## config.mk

```make
export PLATFORM = sky130hd
export DESIGN_NAME = trws_ctrl
export DESIGN_NICKNAME = d
export VERILOG_FILES = /design/src/rtl/trws_pkg.sv /design/src/rtl/trws_ctrl.sv
export SDC_FILE = /design/constraint.sdc
export NUM_CORES = 1
export LEC_CHECK = 0
export CORE_UTILIZATION = 35
export CTS_BUF_LIST = sky130_fd_sc_hd__clkbuf_4
export DETAILED_ROUTE_END_ITERATION = 6
export DONT_BUFFER_PORTS = 1
export SYNTH_ARGS = -nofsm -noshare
export SYNTH_HDL_FRONTEND = slang
export SYNTH_SLANG_ARGS = --single-unit
```

## constraint.sdc

```tcl
create_clock -name clk -period 2.3 [get_ports clk]
set_input_delay 0.46 -clock clk [delete_from_list [all_inputs] [get_ports clk]]
set_output_delay 0.46 -clock clk [all_outputs]
set_load 0.005 [all_outputs]
```

## src/rtl/trws_pkg.sv

```systemverilog
// Shared types and constants for the text region with line wrap and scroll.
// Holds the item structs, command codes and the controller/datapath links.
// Depends on nothing; every other file of the block but trws_ram imports it.
package trws_pkg;

  // Field widths of the items and of the configuration registers
  localparam int CMD_W     = 2;
  localparam int CHAR_W    = 8;
  localparam int RROW_W    = 6;
  localparam int RCOL_W    = 7;
  localparam int LINE_W    = 6;
  localparam int CURCOL_W  = 8;
  localparam int COL_CFG_W = 8;
  localparam int ROW_CFG_W = 7;

  // Configuration port
  localparam int PADDR_W     = 3;
  localparam int PDATA_W     = 32;
  localparam int REG_IDX_LSB = 2;

  localparam logic [COL_CFG_W-1:0] COLUMN_COUNT_RESET = 8'd80;
  localparam logic [ROW_CFG_W-1:0] ROW_COUNT_RESET    = 7'd24;

  // Default geometry of the cell store
  localparam int DEF_MAX_COLUMNS = 128;
  localparam int DEF_MAX_ROWS    = 64;

  // Character codes
  localparam logic [CHAR_W-1:0] CODE_NEWLINE = 8'd10;
  localparam logic [CHAR_W-1:0] CODE_SPACE   = 8'd32;

  typedef enum logic [CMD_W-1:0] {
    CMD_CLEAR = 2'd0,
    CMD_PUT   = 2'd1,
    CMD_READ  = 2'd2,
    CMD_NONE  = 2'd3
  } cmd_t;

  typedef enum logic {
    REG_COLUMN_COUNT = 1'b0,
    REG_ROW_COUNT    = 1'b1
  } reg_idx_t;

  typedef struct packed {
    logic [CMD_W-1:0]  command;
    logic [CHAR_W-1:0] char_code;
    logic [RROW_W-1:0] read_row;
    logic [RCOL_W-1:0] read_col;
  } in_item_t;

  typedef struct packed {
    logic [CHAR_W-1:0]   cell_char;
    logic [LINE_W-1:0]   cursor_line;
    logic [CURCOL_W-1:0] cursor_column;
  } out_item_t;

  // Commands from the controller to the datapath
  typedef struct packed {
    logic load_in;
    logic norm_step;
    logic clr_step;
    logic clr_done;
    logic next_line;
    logic blank_step;
    logic write_char;
    logic read_en;
    logic cap_cell;
    logic load_out;
  } ctl_cmd_t;

  // Status from the datapath to the controller
  typedef struct packed {
    cmd_t cmd;
    logic dirty;
    logic is_newline;
    logic col_full;
    logic wrap;
    logic norm_last;
    logic row_last;
    logic sweep_last;
    logic out_busy;
  } dp_sts_t;

endpackage

```

## src/rtl/trws_ctrl.sv

```systemverilog
// Sequencing state machine for the text region: steps each item through
// clear sweep, offset reduction, row blanking, cursor moves, cell write or cell read.
// Depends on trws_pkg; drives the datapath through ctl_cmd_t only.
module trws_ctrl (
  input  logic               clk,
  input  logic               rst,
  input  logic               item_valid,
  output logic               item_ready,
  input  trws_pkg::dp_sts_t  sts,
  output trws_pkg::ctl_cmd_t ctl
);

  import trws_pkg::*;

  typedef enum logic [3:0] {
    S_IDLE,
    S_DISPATCH,
    S_NORM,
    S_CLEAR,
    S_NEXTLINE,
    S_BLANK,
    S_WRITE,
    S_READ,
    S_READ_DATA,
    S_FINISH
  } state_t;

  state_t state;
  state_t state_next;

  // Decode commands and the next state
  always_comb begin
    state_next = state;
    ctl        = '0;
    item_ready = 1'b0;
    case (state)
      S_IDLE: begin
        item_ready = 1'b1;
        if (item_valid) begin
          ctl.load_in = 1'b1;
          state_next  = S_DISPATCH;
        end
      end
      S_DISPATCH: begin
        case (sts.cmd)
          CMD_CLEAR: state_next = S_CLEAR;
          CMD_PUT: begin
            if (sts.dirty) begin
              state_next = S_NORM;
            end else if (sts.is_newline || sts.col_full) begin
              state_next = S_NEXTLINE;
            end else begin
              state_next = S_WRITE;
            end
          end
          CMD_READ: state_next = sts.dirty ? S_NORM : S_READ;
          default:  state_next = S_IDLE;
        endcase
      end
      S_NORM: begin
        ctl.norm_step = 1'b1;
        if (sts.norm_last) begin
          state_next = S_DISPATCH;
        end
      end
      S_CLEAR: begin
        ctl.clr_step = 1'b1;
        if (sts.sweep_last) begin
          ctl.clr_done = 1'b1;
          state_next   = S_FINISH;
        end
      end
      S_NEXTLINE: begin
        ctl.next_line = 1'b1;
        if (sts.wrap) begin
          state_next = S_BLANK;
        end else begin
          state_next = sts.is_newline ? S_FINISH : S_WRITE;
        end
      end
      S_BLANK: begin
        ctl.blank_step = 1'b1;
        if (sts.row_last) begin
          state_next = sts.is_newline ? S_FINISH : S_WRITE;
        end
      end
      S_WRITE: begin
        ctl.write_char = 1'b1;
        state_next     = S_FINISH;
      end
      S_READ: begin
        ctl.read_en = 1'b1;
        state_next  = S_READ_DATA;
      end
      S_READ_DATA: begin
        ctl.cap_cell = 1'b1;
        state_next   = S_FINISH;
      end
      S_FINISH: begin
        if (!sts.out_busy) begin
          ctl.load_out = 1'b1;
          state_next   = S_IDLE;
        end
      end
      default: state_next = S_IDLE;
    endcase
  end

  // Hold state
  always_ff @(posedge clk) begin
    if (rst) begin
      state <= S_IDLE;
    end else begin
      state <= state_next;
    end
  end

  // A result is only loaded once the output register is free
  a_load_free: assert property (@(posedge clk) disable iff (rst)
    ctl.load_out |-> !sts.out_busy)
    else $error("result loaded over a waiting result");

  // An item is only taken when no earlier item is still at work
  a_take_idle: assert property (@(posedge clk) disable iff (rst)
    (item_valid && item_ready) |=> !item_ready)
    else $error("second item taken while busy");

  // A clear sweep ends in the result stage
  a_clear_end: assert property (@(posedge clk) disable iff (rst)
    ctl.clr_done |=> state == S_FINISH)
    else $error("clear sweep did not finish");

endmodule

```

; After elaboration in Yosys (flattened, before gate mapping)
; Index checks and enable logic that the tools add are counted.
[op_classes]
muxes = 25
n_reduce_logical = 5
n_eq_ne = 16
[op_table]
columns = operator, n
row1 = $pmux W4 S9, 1
row2 = $mux W4, 7
row3 = $eq A4 B3 Y1 const B, 4
row4 = $mux W1, 12
row5 = $ne A2 B2 Y1 const B, 5
row6 = $pmux W3 S3, 1
row7 = $eq A4 B2 Y1 const B, 2
row8 = $eq A4 B4 Y1 const B, 2
row9 = $mux W3, 2
row10 = $reduce_and A5 Y1, 1
row11 = $eq A4 B1 Y1 const B, 1
row12 = $logic_not A4 Y1, 1
row13 = $mux W2, 2
row14 = $eq A2 B1 Y1 const B, 1
row15 = $eq A2 B2 Y1 const B, 1
row16 = $logic_not A2 Y1, 1
row17 = $reduce_or A2 Y1, 1
row18 = $logic_or A1 B1 Y1, 1
[word_totals]
elab_cells = 47
reg_bits = 4
out_inout_bits = 11

; Logic depth before layout (Yosys ltp)
[logic_depth]
ltp_word = 5
mapped_depth = 6

; Least setup slack after synthesis
; No wires, ideal clock.
[synth_timing]
path_kind = reg2out
startpoint = reg state[1]
endpoint = out ctl[9] (netlist name)
t_required_ns = 1.840
slack_ns = 0.695
n_path_buf = 2
arrival_time_ns = 1.145
path_stages_with_launch = 6
cell_sequence = dfxtp_1 > buf_6 > or2_1 > buf_6 > nor3_1 > and2_1
[synth_rtl]
columns = item, line
row1 = start: declaration, trws_ctrl.sv:28  ; state_t state;
row2 = start signal: assignment, trws_ctrl.sv:114  ; state <= state_next;
row3 = end: declaration, trws_ctrl.sv:10  ; output trws_pkg::ctl_cmd_t ctl

==> flow_metrics.env <==
export IMPL_grt_pass1_wl_mm=1.84
export IMPL_setup_ws_ns=0.320
export IMPL_h_tree_depth=1
export IMPL_fin_nets=84
export IMPL_top_register="state"
export IMPL_tns_ns=0
export IMPL_syn_inst=71
export IMPL_die_w_um=40.4
export IMPL_ant_nets=0
export IMPL_vias_per_cell=6.08
export IMPL_dr_pass1_iters=4
export IMPL_hold_buffers=0
export IMPL_syn_num_nets=84
export IMPL_antenna_found_initial=0
export IMPL_p_sw_w=0.000116
export IMPL_postSynthRegisterBits=4
export IMPL_grt_pass1_vias=417
export IMPL_start_util=0.387
export IMPL_area_growth_pct=0
export IMPL_grt_use_total=0.167
export IMPL_synth_edf_count=0
export IMPL_rsz0062_at_grt="false"
export IMPL_hold_viol=0
export IMPL_cts_tree="yes"
export IMPL_postSynth_asyncResetShare=0
export IMPL_cp_max_fo=14
export IMPL_post_route_period_util=0.861
export IMPL_io_buffers=0
export IMPL_ys_types=30
export IMPL_clk_pin_slew_ns=0.04
export IMPL_fin_area_um2=517
export IMPL_drcViolationCount=0
export IMPL_synthTopCellsByArea="dfxtp_1 15%, nor2_1 7.3%, buf_6 6.5%, a2111oi_4 5.3%, a21oi_1 4.8%"
export IMPL_hold_class="input port to flip-flop"
export IMPL_synth_top_area_cell="dfxtp_1"
export IMPL_ys_warn_count=0
export IMPL_crit_type="flip-flop to output pin"
export IMPL_internal_power_w=0.000188
export IMPL_timing_final_max_slew_violations=0
export IMPL_cp_start_kind="flip-flop"
export IMPL_drtIter0Drc=3
export IMPL_core_mm2=0.00133
export IMPL_top_regs="state (4)"
export IMPL_reg2reg_slack_ns=0.43
export IMPL_wl_per_cell_um=14.5
export IMPL_drive_gt1_frac=0.101
export IMPL_fin_crit_ns=1.98
export IMPL_synth_flop_cell="dfxtp_1"
export IMPL_largest_reg_flops=4
export IMPL_grt_max_degree=20
export IMPL_swShare=0.381
export IMPL_wirelength_mm=1.22
export IMPL_ys_seq_area_frac=0.155
export IMPL_worstPathRequired_ns=1.84
export IMPL_die_area_mm2=0.00163
export IMPL_crit_path_end_kind="output pin"
export IMPL_cts_root_buf="clkbuf_4"
export IMPL_syn_avg_cell_area_um2=7.28
export IMPL_n_antenna_cell=0
export IMPL_outcome="complete, no violations"
export IMPL_yosys_area_top_type_share=0.155
export IMPL_cts_resized=0
export IMPL_worst_pin_slew_ns=0.631
export IMPL_p_seq_frac=0.345
export IMPL_cts_sinks=4
export IMPL_pwr_share_clk=0.301
export IMPL_globalplace_congestion=0.832
export IMPL_vias=511
export IMPL_clock_latency_ns=0.24
export IMPL_dp_hpwl_um=886
export IMPL_preCtsSetupSlack_ns=0.440
export IMPL_place_area_um2=494
export IMPL_p_comb_frac=0.354
export IMPL_maxSlewHeadroom=0.579
export IMPL_pin_count=24
export IMPL_clock_skew_ns=0.00511
export IMPL_cts_buffers=3
export IMPL_setup_viol=0
export IMPL_power_density_mw_per_mm2=587
export IMPL_max_freq_mhz=505
export IMPL_cap_violations=0
export IMPL_arrival_ns=1.52
export IMPL_cts_setup_buffers=0
export IMPL_clockBufferDepth=2
export IMPL_die_h_um=40.4
export IMPL_ir_drop_mv=0.321
export IMPL_num_rows=13
export IMPL_total_power_w=0.000303
export IMPL_p_leak_nw=0.205
export IMPL_overflow=0
export IMPL_syn_cell_area_um2=517
synth_stat cells, drive strengths merged, types with 2 or more instances:
cell type,n
nor2,10
buf,6
a21oi,5
nor3,5
o21ai,5
dfxtp,4
a21o,3
and2,3
nand2,3
nand3b,3
nor2b,3
inv,2
nor4,2
or3,2
kinds of logic (layout without fill, tap and decap cells):
kind of cell | Yosys count | count (layout) | share of synthesized area
and+or+nand+nor | 36 | 36 | 0.380
AOI/OAI and AO/OA | 21 | 21 | 0.317
buffers and inverters | 8 | 6 | 0.109
DFF | 4 | 4 | 0.155
xor gates and xnor gates | 1 | 1 | 0.0170
muxes | 1 | 1 | 0.0218
through the flow:
step / hold WS, ns / cells / util
after floorplan: 0.558 / 71 / -
final: 0.316 / 84 / 0.387
after CTS: 0.313 / 84 / 0.387
after detailed placement: 0.562 / 81 / 0.371
after global routing: 0.309 / 84 / 0.387
after global placement: 0.561 / 81 / 0.371
routing by layer:
layer  part of all wire  routed length (µm)  track usage  up-vias
li1                   -                   -            -      254
met5                  0                   0            0        -
met4              0.016                  19       0.0333        0
met1               0.50                 605        0.222      232
met3              0.083                 101       0.0833        2
met2               0.41                 497        0.238       23
power groups by stage:
stage | Clock [W] | Sequential, W | Combinational, W
2_1_floorplan | 0 | 0.0000845 | 0.000123
3_3_place_gp | 0 | 0.000104 | 0.000108
3_5_place_dp | 0 | 0.000105 | 0.000107
4_1_cts | 0.0000939 | 0.000104 | 0.000108
5_1_grt | 0.0000972 | 0.000108 | 0.000117
6_report | 0.0000913 | 0.000105 | 0.000107
cell type report:
class / count / area [µm²]
Inverter: 2 / 7.51
Timing Repair Buffer: 1 / 7.51
Fill cell: 151 / 817
Sequential cell: 4 / 80.1
Tap cell: 15 / 18.8
Clock buffer: 3 / 22.5
Multi-Input combinational cell: 59 / 380
cells in the final DEF (no fill, tap or decap), types with 2 or more instances in the layout:
cell type  count
or3_1          2
nor2_1        10
dfxtp_1        4
nor2b_1        3
nand2_1        3
clkbuf_4       3
inv_1          2
o21ai_0        5
a21oi_1        5
nor4_1         2
nand3b_1       3
nor3_1         5
and2_1         3
a21o_1         3
critical path: stages (launching register included):
cell,delay (ns)
dfxtp_1,0.58
inv_1,0.22
nor3_1,0.30
and2_1,0.19
final timing paths:
kind,end,start,depth (start not counted)
setup / recovery,ctl[6],state[0]$_SDFFE_PP0P_,3
hold / removal,state[1]$_SDFFE_PP0P_,rst,1
setup reg to reg,state[2]$_SDFFE_PP0P_,state[0]$_SDFFE_PP0P_,5
hold reg to reg,state[0]$_SDFFE_PP0P_,state[0]$_SDFFE_PP0P_,2
(Power assumes the default switching activity.)
